===== config.mk =====
export PLATFORM = sky130hd
export DESIGN_NAME = s_curve_step_band_profiler
export DESIGN_NICKNAME = d
export VERILOG_FILES = /design/src/hw/rtl/scsp_pkg.sv /design/src/hw/rtl/scsp_div.sv /design/src/hw/rtl/scsp_sqrt.sv /design/src/hw/rtl/scsp_mul.sv /design/src/hw/rtl/scsp_dp.sv /design/src/hw/rtl/scsp_ctrl.sv /design/src/hw/rtl/s_curve_step_band_profiler.sv
export SDC_FILE = /design/constraint.sdc
export NUM_CORES = 2
export LEC_CHECK = 0
export ABC_CLOCK_PERIOD_IN_PS = 9800
export BUFFER_PORTS_ARGS = -buffer_cell sky130_fd_sc_hd__buf_2
export CAP_MARGIN = 20
export CORE_MARGIN = 5
export CORE_UTILIZATION = 61
export CTS_BUF_LIST = sky130_fd_sc_hd__clkbuf_8
export DETAILED_ROUTE_END_ITERATION = 12
export PLACE_DENSITY = 0.78
export SLEW_MARGIN = 20
export SYNTH_ARGS = -nofsm -noshare
export SYNTH_HDL_FRONTEND = slang
export SYNTH_SLANG_ARGS = --single-unit

===== constraint.sdc =====
create_clock -name clk -period 9.8 [get_ports clk]
set_clock_uncertainty 0.05 [all_clocks]
set_input_delay 0.49 -clock clk [delete_from_list [all_inputs] [get_ports clk]]
set_output_delay 0.49 -clock clk [all_outputs]
set_load 0.005 [all_outputs]

===== src/hw/rtl/scsp_pkg.sv =====
// ----------------------------------------------------------------------------
// scsp_pkg: shared types and constants of the S-curve band profiler
// Widths, fixed-point layout, transaction structs, controller states and the
// command/status bundles between controller and datapath.
// ----------------------------------------------------------------------------
`default_nettype none

package scsp_pkg;

  // Fixed-point layout
  localparam int TIME_FRAC_BITS  = 20;
  localparam int BAND_INDEX_BITS = 16;

  // Field widths
  localparam int FREQ_W   = 13;
  localparam int SF_W     = 12;
  localparam int JERK_W   = 16;
  localparam int CFG_W    = 16;
  localparam int PULSE_W  = 13;
  localparam int TOTAL_W  = 24;
  localparam int PRESC_W  = 12;
  localparam int RELOAD_W = 16;
  localparam int D_W      = 12;

  // Divider: dividend wide enough for 2*d << 2F and for 2*k << F
  localparam int DIV_W = 2 * TIME_FRAC_BITS + 13;
  localparam int DVS_W = 16;

  // Band start time, inflection time, curve argument, products
  localparam int T_W  = TIME_FRAC_BITS + BAND_INDEX_BITS + 2;
  localparam int IT_W = TIME_FRAC_BITS + 7;
  localparam int X_W  = IT_W + 1;
  localparam int MA_W = 2 * X_W;
  localparam int P_W  = 3 * X_W;
  localparam int Q_SH = 2 * TIME_FRAC_BITS + 1;
  localparam int Q_W  = 2 * X_W + JERK_W - Q_SH;
  localparam int FS_W = Q_W + 3;

  // Constants
  localparam logic [SF_W-1:0]     PULSE_CLOCK = SF_W'(4000);
  localparam logic [FREQ_W-1:0]   FREQ_MAX    = {FREQ_W{1'b1}};
  localparam logic [PULSE_W-1:0]  PULSES_MAX  = {PULSE_W{1'b1}};
  localparam logic [TOTAL_W-1:0]  TOTAL_MAX   = {TOTAL_W{1'b1}};
  localparam logic [RELOAD_W-1:0] RELOAD_MAX  = {RELOAD_W{1'b1}};
  localparam logic [BAND_INDEX_BITS-1:0] BAND_MAX = {BAND_INDEX_BITS{1'b1}};

  // Register reset values
  localparam logic [SF_W-1:0]   START_FREQ_RST  = SF_W'(500);
  localparam logic [SF_W-1:0]   TARGET_FREQ_RST = SF_W'(2000);
  localparam logic [JERK_W-1:0] JERK_RST        = JERK_W'(3000);

  // Register indexes
  localparam logic [1:0] CFG_START_FREQ  = 2'd0;
  localparam logic [1:0] CFG_TARGET_FREQ = 2'd1;
  localparam logic [1:0] CFG_JERK        = 2'd2;

  // Command codes
  localparam logic [1:0] FUNC_ACCEL = 2'd0;
  localparam logic [1:0] FUNC_DECEL = 2'd1;
  localparam logic [1:0] FUNC_NEXT  = 2'd2;

  typedef struct packed {
    logic [1:0] func;
    logic       direction;
  } in_item_t;

  typedef struct packed {
    logic [FREQ_W-1:0]   band_freq;
    logic [PULSE_W-1:0]  band_pulses;
    logic [TOTAL_W-1:0]  total_pulses;
    logic [PRESC_W-1:0]  timer_prescale;
    logic [RELOAD_W-1:0] pulse_reload;
    logic                direction_pin;
    logic                last;
    logic                error;
  } out_item_t;

  typedef enum logic [3:0] {
    ST_IDLE, ST_PREP, ST_DIV_N, ST_SQRT, ST_DIV_T, ST_SEL, ST_MUL_SQ,
    ST_MUL_C, ST_FREQ, ST_DIV_P, ST_DIV_R, ST_FIN, ST_ERR
  } state_t;

  typedef enum logic [1:0] {
    DIV_OP_N, DIV_OP_T, DIV_OP_P, DIV_OP_R
  } div_op_t;

  typedef enum logic {
    MUL_OP_SQ, MUL_OP_C
  } mul_op_t;

  typedef struct packed {
    logic    load_in;
    logic    prep;
    logic    div_start;
    logic    div_cap;
    div_op_t div_sel;
    logic    sqrt_start;
    logic    sqrt_cap;
    logic    sel_seg;
    logic    mul_start;
    mul_op_t mul_sel;
    logic    freq;
    logic    fin;
    logic    err;
  } cmd_t;

  typedef struct packed {
    logic running;
    logic div_done;
    logic sqrt_done;
    logic mul_done;
    logic out_free;
  } sts_t;

endpackage

`default_nettype wire


===== src/hw/rtl/scsp_div.sv =====
// ----------------------------------------------------------------------------
// scsp_div: restoring divider
// One quotient bit per cycle over the full dividend width.
// ----------------------------------------------------------------------------
`default_nettype none

module scsp_div (
  input  wire logic                        clk,
  input  wire logic                        rst_n,
  input  wire logic                        start,
  input  wire logic [scsp_pkg::DIV_W-1:0]  dividend,
  input  wire logic [scsp_pkg::DVS_W-1:0]  divisor,
  output logic                             done,
  output logic [scsp_pkg::DIV_W-1:0]       quotient
);
  import scsp_pkg::*;

  localparam int CNT_W = $clog2(DIV_W);

  logic             busy_r;
  logic             done_r;
  logic [CNT_W-1:0] cnt_r;
  logic [DVS_W-1:0] rem_r;
  logic [DVS_W-1:0] dvs_r;
  logic [DIV_W-1:0] quo_r;
  logic [DVS_W:0]   rem_sh;
  logic [DVS_W:0]   rem_dif;
  logic             fits;

  // Trial subtraction of one step
  always_comb begin
    rem_sh  = {rem_r, quo_r[DIV_W-1]};
    rem_dif = rem_sh - {1'b0, dvs_r};
    fits    = rem_sh >= {1'b0, dvs_r};
  end

  // Control: step counter and completion pulse
  always_ff @(posedge clk) begin
    if (!rst_n) begin
      busy_r <= 1'b0;
      done_r <= 1'b0;
      cnt_r  <= '0;
    end else begin
      done_r <= busy_r && (cnt_r == '0);
      if (start) begin
        busy_r <= 1'b1;
        cnt_r  <= CNT_W'(DIV_W - 1);
      end else if (busy_r) begin
        cnt_r <= cnt_r - 1'b1;
        if (cnt_r == '0) busy_r <= 1'b0;
      end
    end
  end

  // Data: shift the dividend out and the quotient in
  always_ff @(posedge clk) begin
    if (start) begin
      rem_r <= '0;
      quo_r <= dividend;
      dvs_r <= divisor;
    end else if (busy_r) begin
      rem_r <= fits ? rem_dif[DVS_W-1:0] : rem_sh[DVS_W-1:0];
      quo_r <= {quo_r[DIV_W-2:0], fits};
    end
  end

  assign done     = done_r;
  assign quotient = quo_r;

endmodule

`default_nettype wire


===== src/hw/rtl/scsp_sqrt.sv =====
// ----------------------------------------------------------------------------
// scsp_sqrt: integer square root
// Restoring root, one result bit (two radicand bits) per cycle.
// ----------------------------------------------------------------------------
`default_nettype none

module scsp_sqrt (
  input  wire logic                         clk,
  input  wire logic                         rst_n,
  input  wire logic                         start,
  input  wire logic [2*scsp_pkg::IT_W-1:0]  radicand,
  output logic                              done,
  output logic [scsp_pkg::IT_W-1:0]         root
);
  import scsp_pkg::*;

  localparam int CNT_W = $clog2(IT_W);
  localparam int RAD_W = 2 * IT_W;

  logic             busy_r;
  logic             done_r;
  logic [CNT_W-1:0] cnt_r;
  logic [RAD_W-1:0] rad_r;
  logic [IT_W:0]    rem_r;
  logic [IT_W-1:0]  root_r;
  logic [IT_W+2:0]  rem_sh;
  logic [IT_W+2:0]  trial;
  logic [IT_W+2:0]  rem_dif;
  logic             fits;

  // Trial subtraction of one step
  always_comb begin
    rem_sh  = {rem_r, rad_r[RAD_W-1 -: 2]};
    trial   = {1'b0, root_r, 2'b01};
    rem_dif = rem_sh - trial;
    fits    = rem_sh >= trial;
  end

  // Control: step counter and completion pulse
  always_ff @(posedge clk) begin
    if (!rst_n) begin
      busy_r <= 1'b0;
      done_r <= 1'b0;
      cnt_r  <= '0;
    end else begin
      done_r <= busy_r && (cnt_r == '0);
      if (start) begin
        busy_r <= 1'b1;
        cnt_r  <= CNT_W'(IT_W - 1);
      end else if (busy_r) begin
        cnt_r <= cnt_r - 1'b1;
        if (cnt_r == '0) busy_r <= 1'b0;
      end
    end
  end

  // Data: consume the radicand two bits at a time
  always_ff @(posedge clk) begin
    if (start) begin
      rad_r  <= radicand;
      rem_r  <= '0;
      root_r <= '0;
    end else if (busy_r) begin
      rad_r  <= {rad_r[RAD_W-3:0], 2'b00};
      rem_r  <= fits ? rem_dif[IT_W:0] : rem_sh[IT_W:0];
      root_r <= {root_r[IT_W-2:0], fits};
    end
  end

  assign done = done_r;
  assign root = root_r;

endmodule

`default_nettype wire


===== src/hw/rtl/scsp_mul.sv =====
// ----------------------------------------------------------------------------
// scsp_mul: shift-add multiplier
// One multiplier bit per cycle; the product stays until the next start.
// ----------------------------------------------------------------------------
`default_nettype none

module scsp_mul (
  input  wire logic                       clk,
  input  wire logic                       rst_n,
  input  wire logic                       start,
  input  wire logic [scsp_pkg::MA_W-1:0]  mcand,
  input  wire logic [scsp_pkg::X_W-1:0]   mplier,
  output logic                            done,
  output logic [scsp_pkg::P_W-1:0]        product
);
  import scsp_pkg::*;

  localparam int CNT_W = $clog2(X_W);

  logic             busy_r;
  logic             done_r;
  logic [CNT_W-1:0] cnt_r;
  logic [P_W-1:0]   a_r;
  logic [X_W-1:0]   b_r;
  logic [P_W-1:0]   acc_r;

  // Control: step counter and completion pulse
  always_ff @(posedge clk) begin
    if (!rst_n) begin
      busy_r <= 1'b0;
      done_r <= 1'b0;
      cnt_r  <= '0;
    end else begin
      done_r <= busy_r && (cnt_r == '0);
      if (start) begin
        busy_r <= 1'b1;
        cnt_r  <= CNT_W'(X_W - 1);
      end else if (busy_r) begin
        cnt_r <= cnt_r - 1'b1;
        if (cnt_r == '0) busy_r <= 1'b0;
      end
    end
  end

  // Data: add the shifted multiplicand for each set multiplier bit
  always_ff @(posedge clk) begin
    if (start) begin
      a_r   <= P_W'(mcand);
      b_r   <= mplier;
      acc_r <= '0;
    end else if (busy_r) begin
      if (b_r[0]) acc_r <= acc_r + a_r;
      a_r <= {a_r[P_W-2:0], 1'b0};
      b_r <= {1'b0, b_r[X_W-1:1]};
    end
  end

  assign done    = done_r;
  assign product = acc_r;

endmodule

`default_nettype wire


===== src/hw/rtl/scsp_dp.sv =====
// ----------------------------------------------------------------------------
// scsp_dp: profiler datapath
// Configuration registers, profile state, the shared divider, root and
// multiplier units, band arithmetic and the result register.
// ----------------------------------------------------------------------------
`default_nettype none

module scsp_dp (
  input  wire logic                       clk,
  input  wire logic                       rst_n,
  input  wire scsp_pkg::cmd_t             cmd,
  output scsp_pkg::sts_t                  sts,
  input  wire scsp_pkg::in_item_t         in_data,
  input  wire logic                       cfg_we,
  input  wire logic [1:0]                 cfg_index,
  input  wire logic [scsp_pkg::CFG_W-1:0] cfg_data,
  output logic                            out_valid,
  input  wire logic                       out_ready,
  output scsp_pkg::out_item_t             out_data
);
  import scsp_pkg::*;

  // Configuration and profile state
  logic [SF_W-1:0]            start_freq_r;
  logic [SF_W-1:0]            target_freq_r;
  logic [JERK_W-1:0]          jerk_r;
  logic                       running_r;
  logic                       decel_r;
  logic                       seg_r;
  logic [BAND_INDEX_BITS-1:0] band_r;
  logic [IT_W-1:0]            it_r;
  logic [FREQ_W-1:0]          inf_r;
  logic [TOTAL_W-1:0]         pulse_total_r;
  logic                       dir_r;

  // Per-transaction working registers
  logic [1:0]         func_r;
  logic               dir_in_r;
  logic [T_W-1:0]     t_r;
  logic [X_W-1:0]     x_r;
  logic               first_r;
  logic               hold_r;
  logic [FREQ_W-1:0]  f_r;
  logic               last_r;
  logic [PULSE_W-1:0] pulses_r;
  logic [PRESC_W-1:0] period_r;
  logic               out_valid_r;
  out_item_t          out_r;

  // Unit connections
  logic [DIV_W-1:0]  div_dvd;
  logic [DVS_W-1:0]  div_dvs;
  logic              div_done;
  logic [DIV_W-1:0]  div_quo;
  logic              sqrt_done;
  logic [IT_W-1:0]   sqrt_root;
  logic [MA_W-1:0]   mul_a;
  logic [X_W-1:0]    mul_b;
  logic              mul_done;
  logic [P_W-1:0]    mul_p;

  // Derived values
  logic [SF_W-1:0]    s_eff;
  logic [JERK_W-1:0]  c_eff;
  logic [FREQ_W-1:0]  inf_new;
  logic [D_W-1:0]     d_val;
  logic [X_W-1:0]     two_it;
  logic               seg_first;
  logic               seg_hold;
  logic [X_W-1:0]     x_new;
  logic [Q_W-1:0]     q_val;
  logic               q_rem;
  logic signed [FS_W-1:0] q_s;
  logic signed [FS_W-1:0] qc_s;
  logic signed [FS_W-1:0] s_s;
  logic signed [FS_W-1:0] m_s;
  logic signed [FS_W-1:0] inf2_s;
  logic signed [FS_W-1:0] f_s;
  logic               last_new;
  logic [FREQ_W-1:0]  f_clamp;
  logic [PULSE_W-1:0] pulses_new;
  logic [PRESC_W-1:0] period_new;
  logic [PRESC_W+PULSE_W-1:0] rl_prod;
  logic [RELOAD_W-1:0] reload;
  logic [TOTAL_W:0]   tot_sum;
  logic [TOTAL_W-1:0] tot_sat;

  // Effective settings and profile set-up values
  always_comb begin
    s_eff   = (start_freq_r == '0) ? SF_W'(1) : start_freq_r;
    c_eff   = (jerk_r == '0) ? JERK_W'(1) : jerk_r;
    inf_new = FREQ_W'(({1'b0, s_eff} + {1'b0, target_freq_r}) >> 1);
    if (decel_r) begin
      d_val = ({1'b0, target_freq_r} > inf_r) ?
              D_W'({1'b0, target_freq_r} - inf_r) : '0;
    end else begin
      d_val = (inf_r > {1'b0, s_eff}) ? D_W'(inf_r - {1'b0, s_eff}) : '0;
    end
  end

  // Divider operand selection
  always_comb begin
    case (cmd.div_sel)
      DIV_OP_N: begin
        div_dvd = DIV_W'({d_val, 1'b0}) << (2 * TIME_FRAC_BITS);
        div_dvs = c_eff;
      end
      DIV_OP_T: begin
        div_dvd = DIV_W'({band_r, 1'b0}) << TIME_FRAC_BITS;
        div_dvs = DVS_W'(s_eff);
      end
      DIV_OP_P: begin
        div_dvd = DIV_W'({f_r, 1'b0});
        div_dvs = DVS_W'(s_eff);
      end
      default: begin
        div_dvd = DIV_W'(PULSE_CLOCK);
        div_dvs = DVS_W'(f_r);
      end
    endcase
  end

  // Multiplier operands: x*x first, then c times that square
  always_comb begin
    if (cmd.mul_sel == MUL_OP_SQ) begin
      mul_a = MA_W'(x_r);
      mul_b = x_r;
    end else begin
      mul_a = mul_p[MA_W-1:0];
      mul_b = X_W'(c_eff);
    end
  end

  scsp_div u_div (
    .clk      (clk),
    .rst_n    (rst_n),
    .start    (cmd.div_start),
    .dividend (div_dvd),
    .divisor  (div_dvs),
    .done     (div_done),
    .quotient (div_quo)
  );

  scsp_sqrt u_sqrt (
    .clk      (clk),
    .rst_n    (rst_n),
    .start    (cmd.sqrt_start),
    .radicand ((2 * IT_W)'(div_quo)),
    .done     (sqrt_done),
    .root     (sqrt_root)
  );

  scsp_mul u_mul (
    .clk     (clk),
    .rst_n   (rst_n),
    .start   (cmd.mul_start),
    .mcand   (mul_a),
    .mplier  (mul_b),
    .done    (mul_done),
    .product (mul_p)
  );

  // Segment selection: curve argument from band time
  always_comb begin
    two_it    = {it_r, 1'b0};
    seg_first = !seg_r && (t_r < T_W'(it_r));
    seg_hold  = t_r >= T_W'(two_it);
    if (seg_first)      x_new = t_r[X_W-1:0];
    else if (seg_hold)  x_new = '0;
    else                x_new = two_it - t_r[X_W-1:0];
  end

  // Band frequency from the scaled square and the last-band test
  always_comb begin
    q_val  = mul_p[Q_SH +: Q_W];
    q_rem  = |mul_p[Q_SH-1:0];
    q_s    = $signed(FS_W'(q_val));
    qc_s   = q_s + $signed(FS_W'(q_rem));
    s_s    = $signed(FS_W'(s_eff));
    m_s    = $signed(FS_W'(target_freq_r));
    inf2_s = $signed(FS_W'({inf_r, 1'b0}));
    if (first_r) f_s = decel_r ? (m_s - q_s) : (s_s + q_s);
    else if (decel_r) f_s = inf2_s - m_s + q_s;
    else f_s = inf2_s - s_s - qc_s + $signed(FS_W'(1));
    last_new = (!first_r && (hold_r || (decel_r ? (f_s <= s_s) : (f_s >= m_s))))
               || (band_r == BAND_MAX);
    if (f_s < 0) f_clamp = '0;
    else if (f_s > $signed(FS_W'(FREQ_MAX))) f_clamp = FREQ_MAX;
    else f_clamp = f_s[FREQ_W-1:0];
  end

  // Pulse count, timer period, reload and running total
  always_comb begin
    pulses_new = (|div_quo[DIV_W-1:PULSE_W]) ? PULSES_MAX : div_quo[PULSE_W-1:0];
    if (f_r == '0)                period_new = PULSE_CLOCK;
    else if (div_quo == '0)       period_new = PRESC_W'(1);
    else                          period_new = div_quo[PRESC_W-1:0];
    rl_prod = period_r * pulses_r;
    reload  = ({rl_prod, 1'b0} > (PRESC_W + PULSE_W + 1)'(RELOAD_MAX)) ?
              RELOAD_MAX : RELOAD_W'({rl_prod, 1'b0});
    tot_sum = {1'b0, pulse_total_r} + (TOTAL_W + 1)'(pulses_r);
    tot_sat = tot_sum[TOTAL_W] ? TOTAL_MAX : tot_sum[TOTAL_W-1:0];
  end

  // Configuration registers
  always_ff @(posedge clk) begin
    if (!rst_n) begin
      start_freq_r  <= START_FREQ_RST;
      target_freq_r <= TARGET_FREQ_RST;
      jerk_r        <= JERK_RST;
    end else if (cfg_we) begin
      case (cfg_index)
        CFG_START_FREQ:  start_freq_r  <= cfg_data[SF_W-1:0];
        CFG_TARGET_FREQ: target_freq_r <= cfg_data[SF_W-1:0];
        CFG_JERK:        jerk_r        <= cfg_data[JERK_W-1:0];
        default: ;
      endcase
    end
  end

  // Profile state
  always_ff @(posedge clk) begin
    if (!rst_n) begin
      running_r     <= 1'b0;
      decel_r       <= 1'b0;
      seg_r         <= 1'b0;
      band_r        <= '0;
      it_r          <= '0;
      inf_r         <= '0;
      pulse_total_r <= '0;
      dir_r         <= 1'b0;
    end else begin
      if (cmd.prep) begin
        decel_r   <= (func_r == FUNC_DECEL);
        if (func_r == FUNC_ACCEL) dir_r <= dir_in_r;
        inf_r     <= inf_new;
        band_r    <= '0;
        seg_r     <= 1'b0;
        running_r <= 1'b1;
      end
      if (cmd.sqrt_cap) it_r <= sqrt_root;
      if (cmd.sel_seg && !seg_first) seg_r <= 1'b1;
      if (cmd.fin) begin
        pulse_total_r <= (last_r && decel_r) ? '0 : tot_sat;
        if (band_r != BAND_MAX) band_r <= band_r + 1'b1;
        if (last_r) running_r <= 1'b0;
      end
    end
  end

  // Working registers of one transaction
  always_ff @(posedge clk) begin
    if (cmd.load_in) begin
      func_r   <= in_data.func;
      dir_in_r <= in_data.direction;
    end
    if (cmd.div_cap && cmd.div_sel == DIV_OP_T) t_r <= div_quo[T_W-1:0];
    if (cmd.div_cap && cmd.div_sel == DIV_OP_P) pulses_r <= pulses_new;
    if (cmd.div_cap && cmd.div_sel == DIV_OP_R) period_r <= period_new;
    if (cmd.sel_seg) begin
      x_r     <= x_new;
      first_r <= seg_first;
      hold_r  <= seg_hold;
    end
    if (cmd.freq) begin
      f_r    <= f_clamp;
      last_r <= last_new;
    end
  end

  // Result register: load a finished band or an error, drop when taken
  always_ff @(posedge clk) begin
    if (!rst_n) begin
      out_valid_r <= 1'b0;
    end else if (cmd.fin || cmd.err) begin
      out_valid_r <= 1'b1;
    end else if (out_ready) begin
      out_valid_r <= 1'b0;
    end
  end

  always_ff @(posedge clk) begin
    if (cmd.fin) begin
      out_r.band_freq      <= f_r;
      out_r.band_pulses    <= pulses_r;
      out_r.total_pulses   <= tot_sat;
      out_r.timer_prescale <= period_r - 1'b1;
      out_r.pulse_reload   <= reload;
      out_r.direction_pin  <= dir_r;
      out_r.last           <= last_r;
      out_r.error          <= 1'b0;
    end else if (cmd.err) begin
      out_r.band_freq      <= '0;
      out_r.band_pulses    <= '0;
      out_r.total_pulses   <= pulse_total_r;
      out_r.timer_prescale <= '0;
      out_r.pulse_reload   <= '0;
      out_r.direction_pin  <= dir_r;
      out_r.last           <= 1'b0;
      out_r.error          <= 1'b1;
    end
  end

  always_comb begin
    sts.running   = running_r;
    sts.div_done  = div_done;
    sts.sqrt_done = sqrt_done;
    sts.mul_done  = mul_done;
    sts.out_free  = !out_valid_r || out_ready;
  end

  assign out_valid = out_valid_r;
  assign out_data  = out_r;

endmodule

`default_nettype wire


===== src/hw/rtl/scsp_ctrl.sv =====
// ----------------------------------------------------------------------------
// scsp_ctrl: profiler sequencer
// Accepts a transaction, then steps the datapath through set-up, division,
// root, squaring and result phases.
// ----------------------------------------------------------------------------
`default_nettype none

module scsp_ctrl (
  input  wire logic            clk,
  input  wire logic            rst_n,
  input  wire logic            in_valid,
  input  wire logic [1:0]      in_func,
  output logic                 in_ready,
  input  wire scsp_pkg::sts_t  sts,
  output scsp_pkg::cmd_t       cmd
);
  import scsp_pkg::*;

  state_t state_r, state_nxt;
  logic   launched_r, launched_nxt;

  // State register
  always_ff @(posedge clk) begin
    if (!rst_n) begin
      state_r    <= ST_IDLE;
      launched_r <= 1'b0;
    end else begin
      state_r    <= state_nxt;
      launched_r <= launched_nxt;
    end
  end

  // Next state and commands
  always_comb begin
    state_nxt    = state_r;
    launched_nxt = launched_r;
    cmd          = '0;
    in_ready     = (state_r == ST_IDLE);
    unique case (state_r) inside
      ST_IDLE: begin
        if (in_valid) begin
          cmd.load_in = 1'b1;
          unique case (in_func) inside
            FUNC_ACCEL, FUNC_DECEL: state_nxt = ST_PREP;
            FUNC_NEXT: state_nxt = sts.running ? ST_DIV_T : ST_ERR;
            default: state_nxt = ST_IDLE;
          endcase
        end
      end
      ST_PREP: begin
        cmd.prep  = 1'b1;
        state_nxt = ST_DIV_N;
      end
      ST_DIV_N, ST_DIV_T, ST_DIV_P, ST_DIV_R: begin
        case (state_r)
          ST_DIV_N: cmd.div_sel = DIV_OP_N;
          ST_DIV_T: cmd.div_sel = DIV_OP_T;
          ST_DIV_P: cmd.div_sel = DIV_OP_P;
          default:  cmd.div_sel = DIV_OP_R;
        endcase
        if (!launched_r) begin
          cmd.div_start = 1'b1;
          launched_nxt  = 1'b1;
        end else if (sts.div_done) begin
          cmd.div_cap  = 1'b1;
          launched_nxt = 1'b0;
          case (state_r)
            ST_DIV_N: state_nxt = ST_SQRT;
            ST_DIV_T: state_nxt = ST_SEL;
            ST_DIV_P: state_nxt = ST_DIV_R;
            default:  state_nxt = ST_FIN;
          endcase
        end
      end
      ST_SQRT: begin
        if (!launched_r) begin
          cmd.sqrt_start = 1'b1;
          launched_nxt   = 1'b1;
        end else if (sts.sqrt_done) begin
          cmd.sqrt_cap = 1'b1;
          launched_nxt = 1'b0;
          state_nxt    = ST_DIV_T;
        end
      end
      ST_SEL: begin
        cmd.sel_seg = 1'b1;
        state_nxt   = ST_MUL_SQ;
      end
      ST_MUL_SQ, ST_MUL_C: begin
        cmd.mul_sel = (state_r == ST_MUL_SQ) ? MUL_OP_SQ : MUL_OP_C;
        if (!launched_r) begin
          cmd.mul_start = 1'b1;
          launched_nxt  = 1'b1;
        end else if (sts.mul_done) begin
          launched_nxt = 1'b0;
          state_nxt    = (state_r == ST_MUL_SQ) ? ST_MUL_C : ST_FREQ;
        end
      end
      ST_FREQ: begin
        cmd.freq  = 1'b1;
        state_nxt = ST_DIV_P;
      end
      ST_FIN: begin
        if (sts.out_free) begin
          cmd.fin   = 1'b1;
          state_nxt = ST_IDLE;
        end
      end
      ST_ERR: begin
        if (sts.out_free) begin
          cmd.err   = 1'b1;
          state_nxt = ST_IDLE;
        end
      end
      default: state_nxt = ST_IDLE;
    endcase
  end

  // A divider completion only arrives while a division is outstanding
  a_div_done_owned: assert property (@(posedge clk) disable iff (!rst_n)
    sts.div_done |-> (launched_r && (state_r == ST_DIV_N || state_r == ST_DIV_T ||
                      state_r == ST_DIV_P || state_r == ST_DIV_R)))
    else $error("divider completion outside a division phase");

  // A multiplier completion only arrives while a product is outstanding
  a_mul_done_owned: assert property (@(posedge clk) disable iff (!rst_n)
    sts.mul_done |-> (launched_r && (state_r == ST_MUL_SQ || state_r == ST_MUL_C)))
    else $error("multiplier completion outside a multiply phase");

  // Next band with no profile running goes straight to the error result
  a_idle_next_err: assert property (@(posedge clk) disable iff (!rst_n)
    (state_r == ST_IDLE && in_valid && in_func == FUNC_NEXT && !sts.running)
    |=> (state_r == ST_ERR))
    else $error("idle next band did not raise an error");

  // A finished band waits while the result register is occupied
  a_fin_hold: assert property (@(posedge clk) disable iff (!rst_n)
    (state_r == ST_FIN && !sts.out_free) |=> (state_r == ST_FIN))
    else $error("band result left while output busy");

endmodule

`default_nettype wire


===== src/hw/rtl/s_curve_step_band_profiler.sv =====
// ----------------------------------------------------------------------------
// s_curve_step_band_profiler: S-curve stepper speed profile generator
// Emits one frequency band, or an error result, per start or next-band
// command, with pulse count, running total and timer settings.
// ----------------------------------------------------------------------------
// One transaction is worked on at a time. A next-band transaction runs
// three serial divisions (band time, pulse count, timer period) and two
// shift-add products. An acceleration or deceleration start adds one more
// division and the 27-step square root that give the inflection time. The
// input is ready whenever the sequencer is idle, also while a finished
// result still waits in the output register.
// Configuration writes take effect at once and belong between transactions.
// ----------------------------------------------------------------------------
`default_nettype none

module s_curve_step_band_profiler (
  input  wire logic                       clk,
  input  wire logic                       rst_n,
  input  wire logic                       in_valid,
  output logic                            in_ready,
  input  wire scsp_pkg::in_item_t         in_data,
  output logic                            out_valid,
  input  wire logic                       out_ready,
  output scsp_pkg::out_item_t             out_data,
  input  wire logic                       cfg_we,
  input  wire logic [1:0]                 cfg_index,
  input  wire logic [scsp_pkg::CFG_W-1:0] cfg_data
);
  import scsp_pkg::*;

  cmd_t cmd;
  sts_t sts;

  scsp_ctrl u_ctrl (
    .clk      (clk),
    .rst_n    (rst_n),
    .in_valid (in_valid),
    .in_func  (in_data.func),
    .in_ready (in_ready),
    .sts      (sts),
    .cmd      (cmd)
  );

  scsp_dp u_dp (
    .clk       (clk),
    .rst_n     (rst_n),
    .cmd       (cmd),
    .sts       (sts),
    .in_data   (in_data),
    .cfg_we    (cfg_we),
    .cfg_index (cfg_index),
    .cfg_data  (cfg_data),
    .out_valid (out_valid),
    .out_ready (out_ready),
    .out_data  (out_data)
  );

endmodule

`default_nettype wire


==> metrics.txt <==
internal power summed over all cells 8.64 mW; maximum cell stage delay along the critical path 0.87 ns; vias in the first global route 42000; maximum number of buffers from clock root to sink 3; vertical extent of the die 303 um; Async S/R FF share, synth 0%; routed vias/inst 6.15; register-to-register setup slack 1.13 ns; number of synthesized register bits 708; area taken by multi-input logic gates 31700 sq um; critical path peak fanout 15; length of the first detailed-routing pass in iterations 7; Clk pwr share 18.9%; maximum number of pins on one net before global-route repair 91; library cells used by synthesis 82; TritonCTS clock tree built; headroom to the max-slew limit 26.9%; maximum capacitance violations 0; Critical R2R Launch u_dp.start_freq_r[3]$_SDFFE_PN0P_; cell count of the worst reg-to-reg path 31; total number of yosys warnings 0; clock insertion delay at the later pin of the skew report 0.81 ns; number of flops mapped to enable cells by yosys 396; Clock transition at path regs 0.06 ns; number of cells traversed by the worst hold path 4; boundary pin count 109; buffer count from post-CTS setup fixing 0; power per unit of standard cell area 270 nW/um^2; Net Sw Power 6.64 mW; outcome completed; count of vias placed by the detailed router 44900; Max Freq 0.115 GHz; pins over their slew limit 0; leakage 24.2 nW; signed area change from the synthesized netlist to the final layout 8.12%; Data arrival, critical path 9.22 ns; power share of the sequential group 28.7%; row cnt 107; fraction of final layout cells with drive strength greater than 1 6.76%; fill cell instance count of the final layout 7042; count of antenna-violating nets left after detailed routing 0; family with the most delay on the worst path compound AO/OA/AOI/OAI gates; post-synth net total 6655; total wirelength of the detailed-routed design 147 mm; cell area after synthesis 52300 sq um; die area 91700 sq um; endpoint required time on the critical path 10.35 ns; number of design-rule violations left by the first detailed-router iteration 4429; die width 303 um; cells after synthesis 6037; Total Negative Setup Slacks 0 ns; final weighted congestion in routability-driven placement 1.01; hold violation count in the final report 0; per-cell routed wire length 20.2 um; time the final worst path needs with I/O delays and setup 8.67 ns; CP endpoint kind flip-flop; total DRC errors in the routed layout 0; Tightest Pin Transition 1.09 ns; cell with the largest stage delay on the worst path a2111oi_0; Buffers & Inverters on Critical Path 1; Sink Count 708; Port Buffers 108; HP Start cfg_index[0]; share of the clock period used by the worst path 88.5%; Net Sw Frac 43.5%; capturing point of the worst reg2reg path u_dp.last_r$_DFFE_PP_; clock buffer count from CTS 119; count of final setup violators 0; GRT overflow 0; setup repair after global routing missed its margin no; sequential-to-total area share from yosys stat 34.7%; dominant synthesized flop cell edfxtp_1; combined global-route utilization of all metal layers 31.2%; Hold Path Sink u_dp.start_freq_r[0]$_SDFFE_PN0P_; class of the tightest hold or removal check in2reg; Power, Total 15.3 mW; worst vdd rail ir drop 0.000300 V; wire length of the first global-routing pass 230 mm; maximum level of the CTS H-tree 3; Root Driver clkbuf_8; CP Launch Type flip-flop; Sequential cell area 18100 sq um; starting utilization of the core area 61.5%; # nets final 6666; post-detail-place hpwl 109 mm; Worst Path Class, Setup reg2reg; number of antenna violations at the first check in global routing 4; area inside the core boundary 85100 sq um; part of the power in combinational logic 52.4%; mean post-synth cell area 8.67 sq um
==> logic make-up (layout without fill, tap and decap cells) <==
group	count (synthesis)	after routing	synth area share, %
other	0	4	0
AND/OR/NAND/NOR	2058	2058	18.3
buffers and inverters	697	814	5.02
multiplexers	94	94	1.95
AO/OA/AOI/OAI	1571	1571	18.8
XOR/XNOR	317	317	5.31
adder cells (fa/ha/maj)	592	592	15.9
flip-flops	708	708	34.7
==> cell usage in the layout, fill, tap and decap left out, types with 52 or more instances in the layout <==
cell type    n
buf_4       52
o21ai_0    368
buf_2      107
mux2i_1     83
a21o_1     158
nor2_1     421
nor2b_1     74
edfxtp_1   396
nand2_1    839
fa_1       123
nor3_1      94
nand3_1    108
a21boi_0    62
and2_1     136
nor4_1      57
a21oi_1    504
a22o_1      65
inv_1      446
o21a_1      55
nand2b_1    64
xor2_1     117
ha_1       469
dfxtp_1    309
nand4_1     64
clkbuf_8   155
xnor2_1    200
==> worst register-to-register path: cells and delay by family, from the launching register on <==
kind                     cells  cell delay, ns
flip-flops                   1            0.35
adder cells (fa/ha/maj)      3            1.05
buffers and inverters        1            0.10
AND/OR/NAND/NOR              7            1.98
AO/OA/AOI/OAI               19            4.80
XOR/XNOR                     1            0.14
==> registers in the layout, indices dropped and copies added, names as in the netlist, 28 cells and up <==
signal               count
u_dp.t_r                38
u_dp.u_div.quotient     53
u_dp.u_sqrt.rem_r       28
u_dp.x_r                28
u_dp.u_sqrt.rad_r       54
u_dp.u_mul.product      72
u_dp.u_mul.b_r          28
u_dp.u_mul.a_r          72
u_dp.out_data           81
==> through the flow <==
step | instance area, sq um | setup slack [ns] | instances | util (%) | hold slack [ns]
3_3_place_gp | 53700 | 1.29 | 7051 | 63.1 | 0.397
3_5_place_dp | 53700 | 1.27 | 7051 | 63.1 | 0.410
4_1_cts | 56500 | 1.20 | 7298 | 66.4 | 0.0981
6_report | 56600 | 1.13 | 7302 | 66.4 | 0.118
2_1_floorplan | 52300 | 2.80 | 6037 | - | 0.376
5_1_grt | 56600 | 0.417 | 7302 | 66.4 | 0.111
==> power by group through the flow <==
| stage | sequential, mW | clock (mW) | combinational [mW] |
|---|---|---|---|
| global route | 4.42 | 3.06 | 8.87 |
| finish | 4.38 | 2.88 | 8.01 |
| floorplan | 4.16 | 0 | 6.10 |
| detailed placement | 4.41 | 0 | 7.79 |
| global placement | 4.39 | 0 | 7.71 |
| CTS | 4.35 | 2.92 | 7.87 |
==> synth_stat cells (19+ instances only) <==
cell	count	area (sq um)
nor2b_1	74	463
nand2_1	842	3160
dfxtp_1	312	6250
o21ai_0	369	1850
and2_1	138	863
nor3_1	102	510
clkbuf_1	263	987
and3_1	44	275
a21oi_1	504	2520
a31oi_1	30	188
a221oi_1	21	184
a21o_1	158	1190
nand3_1	108	541
edfxtp_1	396	11900
ha_1	469	5870
fa_1	123	2460
mux2i_1	83	831
or2_2	19	119
nor2_1	422	1580
inv_1	405	1520
o211ai_1	40	300
nor4_1	59	369
a21boi_0	62	465
nand2b_1	65	407
xor2_1	117	1020
a22o_1	65	569
or3_1	52	325
nand4_1	64	400
a211oi_1	52	390
buf_1	23	86.3
xnor2_1	200	1750
o21a_1	55	413
o21bai_1	40	300
o31ai_1	30	225
==> cell type report <==
cell class	count	share of cell area, %
Multi-Input combinational cell	4632	56.0
Sequential cell	708	32.1
Clock buffer	155	3.77
Inverter	408	2.71
Tap cell	1144	2.53
Timing Repair Buffer	179	1.99
Clock inverter	72	0.905
Antenna cell	4	0.0177
==> what timing repair did <==
item,4_1_cts,5_1_grt
hold endpoints to repair,39,0
hold buffers,20,0
gates resized for setup,0,0
==> how the worst max path moves through the flow <==
stage	start	endpoint	slack, ns	depth (start not counted)
6_report	u_dp.start_freq_r[3]$_SDFFE_PN0P_	u_dp.last_r$_DFFE_PP_	1.13	31
5_1_grt	u_dp.start_freq_r[3]$_SDFFE_PN0P_	u_dp.last_r$_DFFE_PP_	0.42	31
4_1_cts	u_dp.start_freq_r[3]$_SDFFE_PN0P_	u_dp.last_r$_DFFE_PP_	1.20	31
3_5_place_dp	u_dp.start_freq_r[3]$_SDFFE_PN0P_	u_dp.last_r$_DFFE_PP_	1.27	31
3_3_place_gp	u_dp.start_freq_r[3]$_SDFFE_PN0P_	u_dp.last_r$_DFFE_PP_	1.29	31
2_1_floorplan	u_dp.start_freq_r[3]$_SDFFE_PN0P_	u_dp.f_r[0]$_SDFFCE_PN0P_	2.80	32
==> per-layer routing <==
metal / vias to the layer above / share of wire, % / GRT usage (%)
li1: 21400 / - / -
met4: 0 / 3.3 / 10.2
met2: 1801 / 44 / 49.0
met3: 283 / 8.8 / 5.72
met5: - / 0 / 0
met1: 21400 / 44 / 44.2
No activity file was read; power rests on OpenSTA's default activity.
